**config.mk**
```make
export PLATFORM = sky130hd
export DESIGN_NAME = lre_ctrl
export DESIGN_NICKNAME = d
export VERILOG_FILES = /design/src/sv/lre_pkg.sv /design/src/sv/lre_ctrl.sv
export SDC_FILE = /design/constraint.sdc
export NUM_CORES = 1
export LEC_CHECK = 0
export BUFFER_PORTS_ARGS = -buffer_cell sky130_fd_sc_hd__buf_2
export CORE_AREA = 2 2 39 41
export CTS_BUF_LIST = sky130_fd_sc_hd__clkbuf_2 sky130_fd_sc_hd__clkbuf_4 sky130_fd_sc_hd__clkbuf_8
export DETAILED_ROUTE_END_ITERATION = 7
export DIE_AREA = 0 0 41 43
export PLACE_DENSITY = 0.73
export RECOVER_POWER = 50
export SLEW_MARGIN = 10
export SYNTH_ARGS = -nofsm -noshare
export SYNTH_HDL_FRONTEND = slang
export SYNTH_SLANG_ARGS = --single-unit
export TNS_END_PERCENT = 10
```
**constraint.sdc**
```tcl
create_clock -name clk -period 3.9 [get_ports clk]
set_input_delay 0.975 -clock clk [delete_from_list [all_inputs] [get_ports clk]]
set_output_delay 0.975 -clock clk [all_outputs]
set_load 0.01 [all_outputs]
```
**src/sv/lre_pkg.sv**
```systemverilog
`timescale 1ns / 1ps

package lre_pkg;

	localparam int DATA_W = 64;
	localparam int OP_W   = 3;
	localparam int IDX_W  = 6;
	localparam int IDX_N  = 2 ** IDX_W;

	localparam logic [OP_W-1:0] OP_SET    = 3'd0;
	localparam logic [OP_W-1:0] OP_CLEAR  = 3'd1;
	localparam logic [OP_W-1:0] OP_STEP   = 3'd2;
	localparam logic [OP_W-1:0] OP_COMMIT = 3'd3;
	localparam logic [OP_W-1:0] OP_FLUSH  = 3'd4;

	localparam logic [3:0] BIRTH_COUNT   = 4'd3;
	localparam logic [3:0] SURVIVE_COUNT = 4'd2;

	typedef enum logic [1:0] {
		ADDR_Y,
		ADDR_UP,
		ADDR_DN
	} addr_sel_t;

	typedef enum logic [2:0] {
		WR_NONE,
		WR_SET,
		WR_STEP,
		WR_FLUSH,
		WR_CMT,
		WR_CMT_END
	} wr_t;

	typedef enum logic [1:0] {
		RES_ZERO,
		RES_LIFE,
		RES_FLUSH
	} res_t;

	typedef struct packed {
		logic      ld_in;
		logic      clr_all;
		logic      cur_re;
		addr_sel_t cur_ra;
		logic      chg_re;
		logic      nxt_re;
		logic      cap_up;
		logic      cap_mid;
		wr_t       wr;
		logic      cnt_clr;
		logic      cnt_inc;
		logic      out_ld;
		res_t      res_sel;
	} cmd_t;

	typedef struct packed {
		logic cnt_zero;
		logic cnt_last;
	} stat_t;

endpackage

```
**src/sv/lre_ctrl.sv**
```systemverilog
`timescale 1ns / 1ps

module lre_ctrl import lre_pkg::*; (
	input  logic            clk,
	input  logic            arst_n,
	input  logic            in_valid,
	output logic            in_ready,
	input  logic [OP_W-1:0] op,
	output logic            out_valid,
	input  logic            out_ready,
	input  stat_t           stat,
	output cmd_t            cmd
);

	typedef enum logic [3:0] {
		S_IDLE,
		S_RD_UP,
		S_RD_MID,
		S_RD_DN,
		S_STEP_WB,
		S_SET_RD,
		S_SET_WB,
		S_FLUSH_RD,
		S_FLUSH_WB,
		S_CLR,
		S_CMT,
		S_CMT_END,
		S_ZERO
	} state_t;

	state_t state_q;
	state_t state_d;
	logic   out_valid_q;
	logic   slot_free;
	logic   fin;

	assign slot_free = !out_valid_q || out_ready;

	always_comb begin
		cmd       = '0;
		cmd.cur_ra  = ADDR_Y;
		cmd.wr      = WR_NONE;
		cmd.res_sel = RES_ZERO;
		state_d   = state_q;
		fin       = 1'b0;
		in_ready  = 1'b0;
		unique case (state_q)
			S_IDLE: begin
				in_ready    = 1'b1;
				cmd.ld_in   = in_valid;
				cmd.cnt_clr = in_valid;
				if (in_valid) begin
					case (op)
						OP_SET:    state_d = S_SET_RD;
						OP_CLEAR:  state_d = S_CLR;
						OP_STEP:   state_d = S_RD_UP;
						OP_COMMIT: state_d = S_CMT;
						OP_FLUSH:  state_d = S_FLUSH_RD;
						default:   state_d = S_ZERO;
					endcase
				end
			end
			S_RD_UP: begin
				cmd.cur_re = 1'b1;
				cmd.cur_ra = ADDR_UP;
				cmd.chg_re = 1'b1;
				state_d    = S_RD_MID;
			end
			S_RD_MID: begin
				cmd.cur_re = 1'b1;
				cmd.cur_ra = ADDR_Y;
				cmd.cap_up = 1'b1;
				state_d    = S_RD_DN;
			end
			S_RD_DN: begin
				cmd.cur_re  = 1'b1;
				cmd.cur_ra  = ADDR_DN;
				cmd.cap_mid = 1'b1;
				state_d     = S_STEP_WB;
			end
			S_STEP_WB: begin
				cmd.wr      = WR_STEP;
				cmd.res_sel = RES_LIFE;
				fin         = 1'b1;
			end
			S_SET_RD: begin
				cmd.cur_re = 1'b1;
				cmd.chg_re = 1'b1;
				state_d    = S_SET_WB;
			end
			S_SET_WB: begin
				cmd.wr = WR_SET;
				fin    = 1'b1;
			end
			S_FLUSH_RD: begin
				cmd.cur_re = 1'b1;
				cmd.chg_re = 1'b1;
				state_d    = S_FLUSH_WB;
			end
			S_FLUSH_WB: begin
				cmd.wr      = WR_FLUSH;
				cmd.res_sel = RES_FLUSH;
				fin         = 1'b1;
			end
			S_CLR: begin
				cmd.clr_all = 1'b1;
				fin         = 1'b1;
			end
			S_CMT: begin
				cmd.nxt_re = 1'b1;
				cmd.wr     = WR_CMT;
				if (stat.cnt_last) begin
					state_d = S_CMT_END;
				end else begin
					cmd.cnt_inc = 1'b1;
				end
			end
			S_CMT_END: begin
				cmd.wr = WR_CMT_END;
				fin    = 1'b1;
			end
			S_ZERO: begin
				fin = 1'b1;
			end
			default: begin
				state_d = S_IDLE;
			end
		endcase
		if (fin) begin
			cmd.out_ld = slot_free;
			if (slot_free) begin
				state_d = S_IDLE;
			end
		end
	end

	always_ff @(posedge clk or negedge arst_n) begin
		if (!arst_n) begin
			state_q     <= S_IDLE;
			out_valid_q <= 1'b0;
		end else begin
			state_q <= state_d;
			if (fin && slot_free) begin
				out_valid_q <= 1'b1;
			end else if (out_ready) begin
				out_valid_q <= 1'b0;
			end
		end
	end

	assign out_valid = out_valid_q;

endmodule

```
==> results of run 1 <==
[area by class of cell]
class	instances	area, µm²
Tap cell	16	20.02
Clock buffer	4	30.03
Inverter	3	11.26
Sequential cell	5	125.1
Timing Repair Buffer	26	126.4
Multi-Input combinational cell	56	311.5
Fill cell	146	759.5
[power by group]
part | internal, mW | leakage [nW] | switching [mW]
sequential | 0.0739 | 0.0631 | 0.0602
combinational | 0.122 | 0.248 | 0.157
clock | 0.0456 | 0.0184 | 0.0214
[routing by layer]
| metal | GRT usage [%] | share of wire [%] | vias up |
|---|---|---|---|
| met5 | 0 | 0 | - |
| met4 | 4.000 | 0 | 0 |
| met3 | 6.283 | 8.9 | 0 |
| met2 | 20.00 | 47 | 29 |
| met1 | 22.73 | 44 | 261 |
| li1 | - | - | 296 |
[cells in the final DEF (no fill, tap or decap), drive strengths merged, types with 2 or more instances in the layout]
cell     n
a21oi    6
and2     2
o211ai   2
nand2    4
clkbuf   7
buf     23
nand2b   5
a21o     2
nor3     5
inv      3
nand3    3
dfrtp    5
o21ai    8
nor2    10
[flip-flops by register name, summed over array words and instances, names as in the netlist]
| register | cells |
|---|---|
| out_valid | 1 |
| state_q | 4 |
[cells by family (layout without fill, tap and decap cells)]
| family | count (synthesis) | in the layout | synth area share [%] |
|---|---|---|---|
| AOI/OAI and AO/OA | 22 | 22 | 26.12 |
| DFF | 5 | 5 | 24.88 |
| and+or+nand+nor | 33 | 33 | 37.32 |
| buffers and inverters | 9 | 33 | 9.700 |
| muxes | 1 | 1 | 1.990 |
[per-stage QoR]
step	cells	total power [mW]	area, µm²
global placement	106	0.4327	615.6
floorplan	70	0.3530	503.0
global route	110	0.5277	624.3
CTS	110	0.5050	645.6
finish	110	0.4797	624.3
detailed placement	106	0.4336	615.6
[worst max path at each step]
| stage | start | endpoint |
|---|---|---|
| 6_report | state_q[0]$_DFF_PN0_ | cmd[2] |
| 5_1_grt | state_q[0]$_DFF_PN0_ | cmd[2] |
| 4_1_cts | state_q[0]$_DFF_PN0_ | cmd[2] |
| 3_5_place_dp | out_ready | cmd[2] |
| 3_3_place_gp | out_ready | cmd[2] |
| 2_1_floorplan | out_ready | cmd[2] |
==> results_tabular.tex, run 1 <==
\begin{tabular}{lr}
\hline
Metric & Value \\
\hline
\multicolumn{2}{l}{\textbf{Detailed routing}} \\
\quad Detailed Routing Iterations Pass 1 & 4 \\
\quad Routed wire length & 1173 µm \\
\quad DRC violations left & 0 \\
\quad Average vias per placed instance & 5.327 \\
\quad Remaining antenna violation count & 0 \\
\quad Via total after detailed routing & 586 \\
\quad 1st-iter DRT viols & 16 \\
\quad Average wire per cell in the routed design & 10.66 µm \\
\multicolumn{2}{l}{\textbf{Final layout}} \\
\quad Number of antenna diodes & 0 \\
\quad Fraction of layout instances using a drive strength above 1 & between 30\% and 40\% \\
\quad Net count, final & between 100 and 150 \\
\quad Util after Layout & around 45\% \\
\quad P\&R area growth vs syn & 24.13\% \\
\multicolumn{2}{l}{\textbf{Worst setup path}} \\
\quad Reg2reg path depth & 4 \\
\quad Critical path arrival & 1.63 ns \\
\quad Setup slack on the worst flop-to-flop path & approximately 2.4 ns \\
\quad Number of gates on the worst path with buffers counted & 5 \\
\quad Worst-path cell chain & inv\_1 > nand2\_1 > o21ai\_0 > nor2b\_1 > buf\_2 \\
\quad Critical Path Start Type & flop \\
\quad Category of the most critical setup path & flop to output port \\
\quad Launching point of the worst reg2reg path & state\_q[1]\$\_DFF\_PN0\_ \\
\quad Critical path fanouts, max & 14 \\
\quad Number of buffers and inverters on the critical path & 2 \\
\quad R2R Path End & state\_q[2]\$\_DFF\_PN0\_ \\
\quad Gate family responsible for the most delay along the worst path & flip-flops \\
\quad Worst stage delay on the critical path & around 0.52 ns \\
\quad Required time at the endpoint of the critical path & around 2.9 ns \\
\quad Nature of the critical path endpoint & output port \\
\quad Highest-delay cell along the critical path & sky130\_fd\_sc\_hd\_\_dfrtp\_1 \\
\multicolumn{2}{l}{\textbf{Run}} \\
\quad Maxcap violations & 0 \\
\multicolumn{2}{l}{\textbf{Synthesis}} \\
\quad Largest cells by area after synthesis & sky130\_fd\_sc\_hd\_\_dfrtp\_1 25\%, sky130\_fd\_sc\_hd\_\_nor2\_1 7.5\%, sky130\_fd\_sc\_hd\_\_a21oi\_1 6.0\%, sky130\_fd\_sc\_hd\_\_nand2b\_1 5.0\%, sky130\_fd\_sc\_hd\_\_buf\_4 4.5\% \\
\quad Most used DFF post-synth & sky130\_fd\_sc\_hd\_\_dfrtp\_1 \\
\quad Count of distinct cell types in the synthesized netlist & 27 \\
\quad Synth warn & 0 \\
\quad Top cell type's share of synthesized area & 24.88\% \\
\quad Post-synthesis async set-or-reset flop share & 100.0\% \\
\quad Synthesized net count & 79 \\
\quad Dominant cell by count in the synthesized netlist & sky130\_fd\_sc\_hd\_\_nor2\_1 \\
\quad Commonest cells in the synthesized netlist & 10 x sky130\_fd\_sc\_hd\_\_nor2\_1, 6 x sky130\_fd\_sc\_hd\_\_a21oi\_1, 5 x sky130\_fd\_sc\_hd\_\_dfrtp\_1 \\
\quad Number of flops mapped to enable cells by yosys & 0 \\
\quad Register area share after synthesis & between 20 and 25\% \\
\quad Mean cell area of the mapped netlist & approximately 7 µm² \\
\quad Post-synth top area cell & sky130\_fd\_sc\_hd\_\_dfrtp\_1 \\
\quad Gate count of the mapped netlist & 70 \\
\quad Post-synthesis instance area & roughly 500 µm² \\
\quad Number of synthesized register bits & 5 \\
\multicolumn{2}{l}{\textbf{Timing}} \\
\quad Min setup slack post-route & 1.291 ns \\
\quad Fin. Hold Viols & 0 \\
\quad Setup TNS & 0 ns \\
\quad Final count of pins violating max slew & 0 \\
\quad Final critical-path required period & 2.609 ns \\
\quad Tcrit/Tclk final & 66.90\% \\
\quad Maximum clock frequency & approximately 0.38 GHz \\
\quad Post-Route Hold Slack & approximately 0.57 ns \\
\quad Slew of the pin with the lowest slew margin & 0.4575 ns \\
\quad Worst slew margin & 69.50\% \\
\quad Maximum clock skew at final layout & approximately 0.0053 ns \\
\quad Setup violations, final & 0 \\
\quad Unrepaired setup endpoints after global routing & no \\
\multicolumn{2}{l}{\textbf{Floorplan}} \\
\quad Die area & 0.001763 mm² \\
\quad Die Height & 43 µm \\
\quad Area of the core & 0.001384 mm² \\
\quad Num ports & 28 \\
\quad Total number of placement rows & 14 \\
\quad Initial core utilization & 36.35\% \\
\quad Horiz. Die Dim & 41 µm \\
\multicolumn{2}{l}{\textbf{Clock network}} \\
\quad Cts bufs inserted & 3 \\
\quad Deepest clock path buffer count & 2 \\
\quad CTS Root Cell & sky130\_fd\_sc\_hd\_\_clkbuf\_4 \\
\quad Number of buffers inserted by hold repair at cts & 0 \\
\quad Clock-pin slew of the registers on the worst-case setup and hold paths & 0.05 ns \\
\quad Number of H-tree branching levels & 1 \\
\quad Worst skew pair latency & 0.24 ns \\
\quad Post-CTS Setup Inserts & 0 \\
\quad Number of instances resized during post-cts repair & 0 \\
\quad CTS tree & built \\
\quad Sinks on the clock net & 5 \\
\multicolumn{2}{l}{\textbf{GRT}} \\
\quad All-Layer GR Usage & 15.31\% \\
\quad Number of global-route vias before repair & 446 \\
\quad Initial antenna violation count & 0 \\
\quad Maximum number of pins on one net before global-route repair & 17 \\
\quad First-pass GRT wire length & 1856 µm \\
\quad GR Overflow Total & 0 \\
\multicolumn{2}{l}{\textbf{Power}} \\
\quad Power per cell area & 768.4 mW/mm² \\
\quad Peak VDD IR & 407.9 µV \\
\quad Standby leakage power & about 0.33 nW \\
\multicolumn{2}{l}{\textbf{Placed design}} \\
\quad Detail Placement HPWL & between 800 and 900 µm \\
\quad Quantity of I/O buffers inserted on ports & 26 \\
\quad Final weighted congestion in routability-driven placement & 0.8031 \\
\quad Pre-CTS setup slack & 1.375 ns \\
\multicolumn{2}{l}{\textbf{Status}} \\
\quad Result of the run & finished clean \\
\multicolumn{2}{l}{\textbf{Worst hold path}} \\
\quad Worst min path class & input port to async pin \\
\hline
\end{tabular}
Note: power is estimated with default switching activity, not from simulation.
==> run 2: changes to the inputs <==
ABC_AREA = 1   (was not set)
PLACE_DENSITY = 0.76   (was 0.73)
clock period = 2.15 ns   (was 3.9 ns; I/O delays follow)
==> run 2 against run 1 <==
  * Final area is 5.0% higher
  * Combinational power increased by 110%
  * Clock power is 59% higher
  * Hold slack worse by 0.44 ns
  * Die area stayed put
  * Power up 82%
  * Setup slack lost 1.1 ns
  * Flip-flop and latch count is the same
  * Non-clock buffer count unchanged
  * Final cell count up 20%
==> results_tabular.tex, run 2 <==
\begin{tabular}{lr}
\hline
Metric & Value \\
\hline
\multicolumn{2}{l}{\textbf{Timing}} \\
\quad Setup violations, final & 0 \\
\quad Unrepaired setup endpoints after global routing & no \\
\quad Slew of the pin with the lowest slew margin & 0.3077 ns \\
\quad Min setup slack post-route & 0.1940 ns \\
\quad Worst slew margin & 79.48\% \\
\quad Fin. Hold Viols & 0 \\
\quad Post-Route Hold Slack & approximately 0.13 ns \\
\quad Tcrit/Tclk final & 90.98\% \\
\quad Maximum clock skew at final layout & 0.002179 ns \\
\quad Setup TNS & 0 ns \\
\quad Final critical-path required period & between 1.5 and 2 ns \\
\quad Maximum clock frequency & 0.5112 GHz \\
\quad Final count of pins violating max slew & 0 \\
\multicolumn{2}{l}{\textbf{Detailed routing}} \\
\quad Remaining antenna violation count & 0 \\
\quad 1st-iter DRT viols & 3 \\
\quad Routed wire length & 1257 µm \\
\quad Average vias per placed instance & between 4 and 5 \\
\quad DRC violations left & 0 \\
\quad Via total after detailed routing & between 600 and 700 \\
\quad Average wire per cell in the routed design & 9.523 µm \\
\quad Detailed Routing Iterations Pass 1 & 4 \\
\multicolumn{2}{l}{\textbf{Clock network}} \\
\quad CTS Root Cell & sky130\_fd\_sc\_hd\_\_clkbuf\_4 \\
\quad Clock-pin slew of the registers on the worst-case setup and hold paths & 0.04 ns \\
\quad Sinks on the clock net & 5 \\
\quad CTS tree & built \\
\quad Number of buffers inserted by hold repair at cts & 0 \\
\quad Number of H-tree branching levels & 1 \\
\quad Deepest clock path buffer count & 2 \\
\quad Post-CTS Setup Inserts & 0 \\
\quad Number of instances resized during post-cts repair & 0 \\
\quad Cts bufs inserted & 3 \\
\quad Worst skew pair latency & 0.24 ns \\
\multicolumn{2}{l}{\textbf{Floorplan}} \\
\quad Total number of placement rows & 14 \\
\quad Die area & 0.001763 mm² \\
\quad Area of the core & between 0.001 and 0.0015 mm² \\
\quad Horiz. Die Dim & 41 µm \\
\quad Num ports & 28 \\
\quad Initial core utilization & 36.80\% \\
\quad Die Height & 43 µm \\
\multicolumn{2}{l}{\textbf{Synthesis}} \\
\quad Post-synth top area cell & sky130\_fd\_sc\_hd\_\_dfrtp\_1 \\
\quad Commonest cells in the synthesized netlist & 27 x sky130\_fd\_sc\_hd\_\_nor2\_1, 13 x sky130\_fd\_sc\_hd\_\_inv\_1, 12 x sky130\_fd\_sc\_hd\_\_nand2\_1 \\
\quad Count of distinct cell types in the synthesized netlist & 17 \\
\quad Mean cell area of the mapped netlist & 5.722 µm² \\
\quad Synthesized net count & between 90 and 100 \\
\quad Post-synthesis async set-or-reset flop share & 100.0\% \\
\quad Number of synthesized register bits & 5 \\
\quad Register area share after synthesis & 24.57\% \\
\quad Synth warn & 0 \\
\quad Dominant cell by count in the synthesized netlist & sky130\_fd\_sc\_hd\_\_nor2\_1 \\
\quad Number of flops mapped to enable cells by yosys & 0 \\
\quad Gate count of the mapped netlist & a little under 90 \\
\quad Top cell type's share of synthesized area & 24.57\% \\
\quad Largest cells by area after synthesis & sky130\_fd\_sc\_hd\_\_dfrtp\_1 25\%, sky130\_fd\_sc\_hd\_\_nor2\_1 20\%, sky130\_fd\_sc\_hd\_\_inv\_1 9.6\%, sky130\_fd\_sc\_hd\_\_nand2\_1 8.8\%, sky130\_fd\_sc\_hd\_\_o21ai\_0 6.9\% \\
\quad Most used DFF post-synth & sky130\_fd\_sc\_hd\_\_dfrtp\_1 \\
\quad Post-synthesis instance area & 509.2 µm² \\
\multicolumn{2}{l}{\textbf{Worst setup path}} \\
\quad Critical path fanouts, max & 7 \\
\quad Category of the most critical setup path & flop to output port \\
\quad Cell repeated most along the worst path & sky130\_fd\_sc\_hd\_\_inv\_1 \\
\quad Highest-delay cell along the critical path & sky130\_fd\_sc\_hd\_\_dfrtp\_1 \\
\quad Critical path arrival & 1.42 ns \\
\quad Required time at the endpoint of the critical path & around 1.6 ns \\
\quad Worst stage delay on the critical path & 0.44 ns \\
\quad Critical Path Start Type & flop \\
\quad Worst-path cell chain & inv\_1 > nand2\_1 > nor2\_1 > inv\_1 > o211ai\_1 > buf\_2 \\
\quad Nature of the critical path endpoint & output port \\
\multicolumn{2}{l}{\textbf{GRT}} \\
\quad First-pass GRT wire length & 1863 µm \\
\quad Number of global-route vias before repair & 526 \\
\quad GR Overflow Total & 0 \\
\quad All-Layer GR Usage & about 16\% \\
\quad Maximum number of pins on one net before global-route repair & 9 \\
\quad Initial antenna violation count & 0 \\
\multicolumn{2}{l}{\textbf{Final layout}} \\
\quad Number of antenna diodes & 0 \\
\quad Fraction of layout instances using a drive strength above 1 & 28.45\% \\
\quad Most frequent standard cell in the layout excluding fill and tap cells & sky130\_fd\_sc\_hd\_\_nor2\_1 \\
\quad Max reg flops & 4 \\
\quad Net count, final & 126 \\
\quad Cell Count, Final, Fillers Out & 132 \\
\quad Most flops, register & state\_q \\
\quad Filler instances & 150 \\
\quad Commonest cells after routing, fill and taps aside & 28 x sky130\_fd\_sc\_hd\_\_nor2\_1, 21 x sky130\_fd\_sc\_hd\_\_buf\_2, 14 x sky130\_fd\_sc\_hd\_\_inv\_1 \\
\quad Post-route cell area & between 600 and 700 µm² \\
\quad P\&R area growth vs syn & 28.75\% \\
\multicolumn{2}{l}{\textbf{Placed design}} \\
\quad Detail Placement HPWL & 1053 µm \\
\quad Quantity of I/O buffers inserted on ports & 26 \\
\quad Pre-CTS setup slack & 0.5001 ns \\
\quad Placement-stage cell area & 639.4 µm² \\
\quad Total placed cells including tap cells & around 130 \\
\quad Final weighted congestion in routability-driven placement & 0.7514 \\
\multicolumn{2}{l}{\textbf{Power}} \\
\quad Standby leakage power & $\sim$0.4 nW \\
\quad Peak VDD IR & 430.2 µV \\
\quad Power per cell area & $\sim$1300 mW/mm² \\
\multicolumn{2}{l}{\textbf{Worst hold path}} \\
\quad Worst min path class & input port to async pin \\
\multicolumn{2}{l}{\textbf{Run}} \\
\quad Maxcap violations & 0 \\
\multicolumn{2}{l}{\textbf{Status}} \\
\quad Result of the run & finished clean \\
\hline
\end{tabular}
run 2: kinds of logic (layout without fill, tap and decap cells):
logic type	Yosys count	after routing	synth area share [%]
and+or+nand+nor	51	51	43.24
buffers and inverters	19	46	15.72
AOI/OAI and AO/OA	14	14	16.46
DFF	5	5	24.57
run 2: through the flow:
stage / power (mW) / utilization [%]
floorplan: 0.6088 / -
global placement: 0.7709 / 46.20
detailed placement: 0.7842 / 46.20
CTS: 0.8962 / 48.19
global route: 0.9639 / 47.38
finish: 0.8739 / 47.38
run 2: final timing paths:
path | from | to | slack [ns] | cells past startpoint
min in group clk | out_ready | out_valid$_DFFE_PN0P_ | 0.58 | 4
worst max register to register | state_q[3]$_DFF_PN0_ | state_q[3]$_DFF_PN0_ | 0.77 | 8
worst min-delay path | arst_n | state_q[3]$_DFF_PN0_ | 0.13 | 1
worst max-delay path | state_q[3]$_DFF_PN0_ | cmd[14] | 0.19 | 6
worst min register to register | out_valid$_DFFE_PN0P_ | out_valid$_DFFE_PN0P_ | 0.63 | 4
max in group asynchronous | arst_n | state_q[1]$_DFF_PN0_ | 1.81 | 1
run 2: where the power goes:
group          switching [mW]  internal (mW)  leakage (nW)  total, mW
Combinational           0.369          0.203         0.318      0.572
Clock                  0.0396         0.0673        0.0177      0.107
Sequential             0.0612          0.133        0.0641      0.195
Total                   0.470          0.404         0.400      0.874
run 2: cell type report:
class                           instances  area (µm²)  share of cell area (%)
Multi-Input combinational cell         65       299.0                   45.61
Sequential cell                         5       125.1                   19.08
Clock buffer                            3       22.52                   3.435
Clock inverter                          1       5.005                  0.7634
Timing Repair Buffer                   26       123.9                   18.89
Tap cell                               16       20.02                   3.053
Inverter                               16       60.06                   9.160
run 2: routing by layer:
metal	GRT usage [%]	share of wire, %	up-vias
met5	0	0	-
met4	10.00	1.1	0
met3	1.571	7.2	2
met2	26.88	51	27
met1	16.39	41	294
li1	-	-	327
run 2: critical path, delay by kind of cell, from the launching register on:
kind | cells | cell delay (ns)
DFF | 1 | 0.44
and+or+nand+nor | 2 | 0.29
buffers and inverters | 3 | 0.38
AOI/OAI and AO/OA | 1 | 0.07
==> run 3: changes to the inputs <==
ABC_AREA = not set   (was 1)
==> run 3 against run 2 <==
  * Power grew 6.0%
  * Setup slack got worse by 0.080 ns
  * Fmax is 3.9% lower
  * First-iteration DRC count grew to 3.7 times the previous value
  * Clock power up 17%
  * Final area shrank 0.57%
  * Final cell count is 16% lower
  * Sequential power rose by 30%
  * Routed wire length decreased by 6.4%
  * Critical path depth is 2 lower
  * Via count is 9.7% lower
  * Critical path type unchanged
  * Largest cell class unchanged
  * Largest power group unchanged
==> results_tabular.tex, run 3 (same netlist as run 1, synthesis figures left out) <==
\begin{tabular}{lr}
\hline
Metric & Value \\
\hline
\multicolumn{2}{l}{\textbf{Floorplan}} \\
\quad Area of the core & roughly 0.0014 mm² \\
\quad Horiz. Die Dim & just over 40 µm \\
\quad Die Height & about 43 µm \\
\quad Total number of placement rows & 14 \\
\quad Num ports & 28 \\
\quad Die area & 0.001763 mm² \\
\quad Initial core utilization & 36.35\% \\
\multicolumn{2}{l}{\textbf{Final layout}} \\
\quad Number of antenna diodes & 0 \\
\quad Max reg flops & 4 \\
\quad Combined area of the multi-input logic cells & 326.6 µm² \\
\quad Most flops, register & state\_q \\
\quad Filler instances & 145 \\
\quad Fraction of layout instances using a drive strength above 1 & 36.84\% \\
\quad Register area & 130.1 µm² \\
\quad Most frequent standard cell in the layout excluding fill and tap cells & sky130\_fd\_sc\_hd\_\_buf\_2 \\
\quad P\&R area growth vs syn & 29.60\% \\
\quad Post-route cell area & 651.9 µm² \\
\quad Net count, final & around 110 \\
\quad Commonest cells after routing, fill and taps aside & 23 x sky130\_fd\_sc\_hd\_\_buf\_2, 10 x sky130\_fd\_sc\_hd\_\_nor2\_1, 6 x sky130\_fd\_sc\_hd\_\_a21oi\_1 \\
\multicolumn{2}{l}{\textbf{Clock network}} \\
\quad Sinks on the clock net & 5 \\
\quad Worst skew pair latency & 0.25 ns \\
\quad Clock-pin slew of the registers on the worst-case setup and hold paths & 0.05 ns \\
\quad Cts bufs inserted & 3 \\
\quad CTS Root Cell & sky130\_fd\_sc\_hd\_\_clkbuf\_4 \\
\quad CTS tree & built \\
\quad Number of buffers inserted by hold repair at cts & 0 \\
\quad Number of H-tree branching levels & 1 \\
\quad Deepest clock path buffer count & 2 \\
\multicolumn{2}{l}{\textbf{Worst setup path}} \\
\quad Critical Path Start Type & flop \\
\quad Critical path arrival & $\sim$1.5 ns \\
\quad Critical path fanouts, max & 9 \\
\quad Reg2reg path depth & 5 \\
\quad Category of the most critical setup path & flop to output port \\
\quad Required time at the endpoint of the critical path & 1.61 ns \\
\quad Nature of the critical path endpoint & output port \\
\multicolumn{2}{l}{\textbf{Detailed routing}} \\
\quad Average vias per placed instance & roughly 5.3 \\
\quad Routed wire length & 1177 µm \\
\quad Remaining antenna violation count & 0 \\
\quad DRC violations left & 0 \\
\quad 1st-iter DRT viols & 11 \\
\quad Average wire per cell in the routed design & 10.60 µm \\
\quad Via total after detailed routing & roughly 590 \\
\quad Detailed Routing Iterations Pass 1 & 4 \\
\multicolumn{2}{l}{\textbf{Power}} \\
\quad Peak VDD IR & 719.0 µV \\
\quad Standby leakage power & 0.3328 nW \\
\quad Internal power of the cells & 467.1 µW \\
\quad Switch Pwr & 458.8 µW \\
\quad Switching share of power & between 40\% and 50\% \\
\quad Clock Power Share & 13.5\% \\
\quad Power per cell area & 1420 mW/mm² \\
\quad Sequential fraction of design power & 27.3\% \\
\quad Comb pwr share & between 50\% and 60\% \\
\multicolumn{2}{l}{\textbf{Timing}} \\
\quad Maximum clock skew at final layout & 0.006781 ns \\
\quad Setup TNS & 0 ns \\
\quad Fin. Hold Viols & 0 \\
\quad Setup violations, final & 0 \\
\quad Worst slew margin & 81.43\% \\
\quad Tcrit/Tclk final & between 90 and 100\% \\
\quad Final count of pins violating max slew & 0 \\
\quad Final critical-path required period & between 2 and 2.5 ns \\
\quad Unrepaired setup endpoints after global routing & no \\
\quad Min setup slack post-route & about 0.11 ns \\
\quad Slew of the pin with the lowest slew margin & 0.2786 ns \\
\quad Post-Route Hold Slack & 0.1201 ns \\
\quad Maximum clock frequency & 0.4912 GHz \\
\multicolumn{2}{l}{\textbf{GRT}} \\
\quad GR Overflow Total & 0 \\
\quad All-Layer GR Usage & 16.62\% \\
\quad First-pass GRT wire length & 1959 µm \\
\quad Maximum number of pins on one net before global-route repair & 17 \\
\quad Initial antenna violation count & 0 \\
\quad Number of global-route vias before repair & between 400 and 500 \\
\multicolumn{2}{l}{\textbf{Placed design}} \\
\quad Quantity of I/O buffers inserted on ports & 26 \\
\quad Detail Placement HPWL & 886.8 µm \\
\quad Final weighted congestion in routability-driven placement & 0.8633 \\
\quad Pre-CTS setup slack & 0.3477 ns \\
\quad Placement-stage cell area & 623.1 µm² \\
\multicolumn{2}{l}{\textbf{Run}} \\
\quad Maxcap violations & 0 \\
\multicolumn{2}{l}{\textbf{Status}} \\
\quad Result of the run & finished clean \\
\multicolumn{2}{l}{\textbf{Worst hold path}} \\
\quad Worst min path class & input port to async pin \\
\hline
\end{tabular}
[run 3: cell count changes in the layout (fill, tap and decap cells not counted), sizes merged, moves of 4 or more]
cell	before	now
nor2	30	10
inv	16	3
nand2	16	4
nand2b	0	5
a21oi	2	6
nor3	1	5
[run 3: cell type report]
cell class / instances / share of cell area, %
Sequential cell: 5 / 19.96
Clock buffer: 4 / 4.607
Tap cell: 16 / 3.071
Multi-Input combinational cell: 56 / 50.10
Inverter: 3 / 1.727
Timing Repair Buffer: 27 / 20.54
[run 3: path summary, 6_finish.rpt]
check	startpoint	endpoint	slack, ns
worst max-delay path	state_q[0]$_DFF_PN0_	cmd[4]	0.11
worst min-delay path	arst_n	out_valid$_DFFE_PN0P_	0.12
worst max register to register	state_q[0]$_DFF_PN0_	state_q[2]$_DFF_PN0_	0.70
worst min register to register	out_valid$_DFFE_PN0P_	out_valid$_DFFE_PN0P_	0.57
max in group asynchronous	arst_n	state_q[1]$_DFF_PN0_	1.80
min in group clk	out_valid$_DFFE_PN0P_	out_valid$_DFFE_PN0P_	0.57
[run 3: critical path: stages (launching register included)]
cell	delay (ns)
sky130_fd_sc_hd__dfrtp_2	0.46
sky130_fd_sc_hd__buf_4	0.18
sky130_fd_sc_hd__nor4_4	0.26
sky130_fd_sc_hd__and2_4	0.21
sky130_fd_sc_hd__buf_2	0.13
[run 3: routing by layer]
layer	global-route usage [%]	vias up	part of all wire (%)
met4	8.000	0	1.4
met1	22.40	266	44
met5	0	-	0
met2	21.56	20	46
li1	-	298	-
met3	7.853	3	8.0
[run 3: through the flow]
step                utilization (%)  total power [mW]  std cells
finish                        47.11            0.9260        111
global route                  47.11             1.022        111
CTS                           47.20            0.9299        111
detailed placement            45.03            0.8009        107
global placement              45.03            0.7910        107
floorplan                         -            0.6403         70
[run 3: what timing repair did]
item / 4_1_cts / 5_1_grt
buffers inserted: 0 / 0
endpoints found under the setup margin: 0 / 4
gates resized for setup: 0 / 4
[run 3: power by group through the flow]
| stage | combinational (mW) | sequential, mW | clock (mW) |
|---|---|---|---|
| 3_3_place_gp | 0.545 | 0.246 | 0 |
| 6_report | 0.548 | 0.253 | 0.125 |
| 4_1_cts | 0.556 | 0.244 | 0.129 |
| 2_1_floorplan | 0.452 | 0.189 | 0 |
| 3_5_place_dp | 0.554 | 0.247 | 0 |
| 5_1_grt | 0.616 | 0.266 | 0.140 |
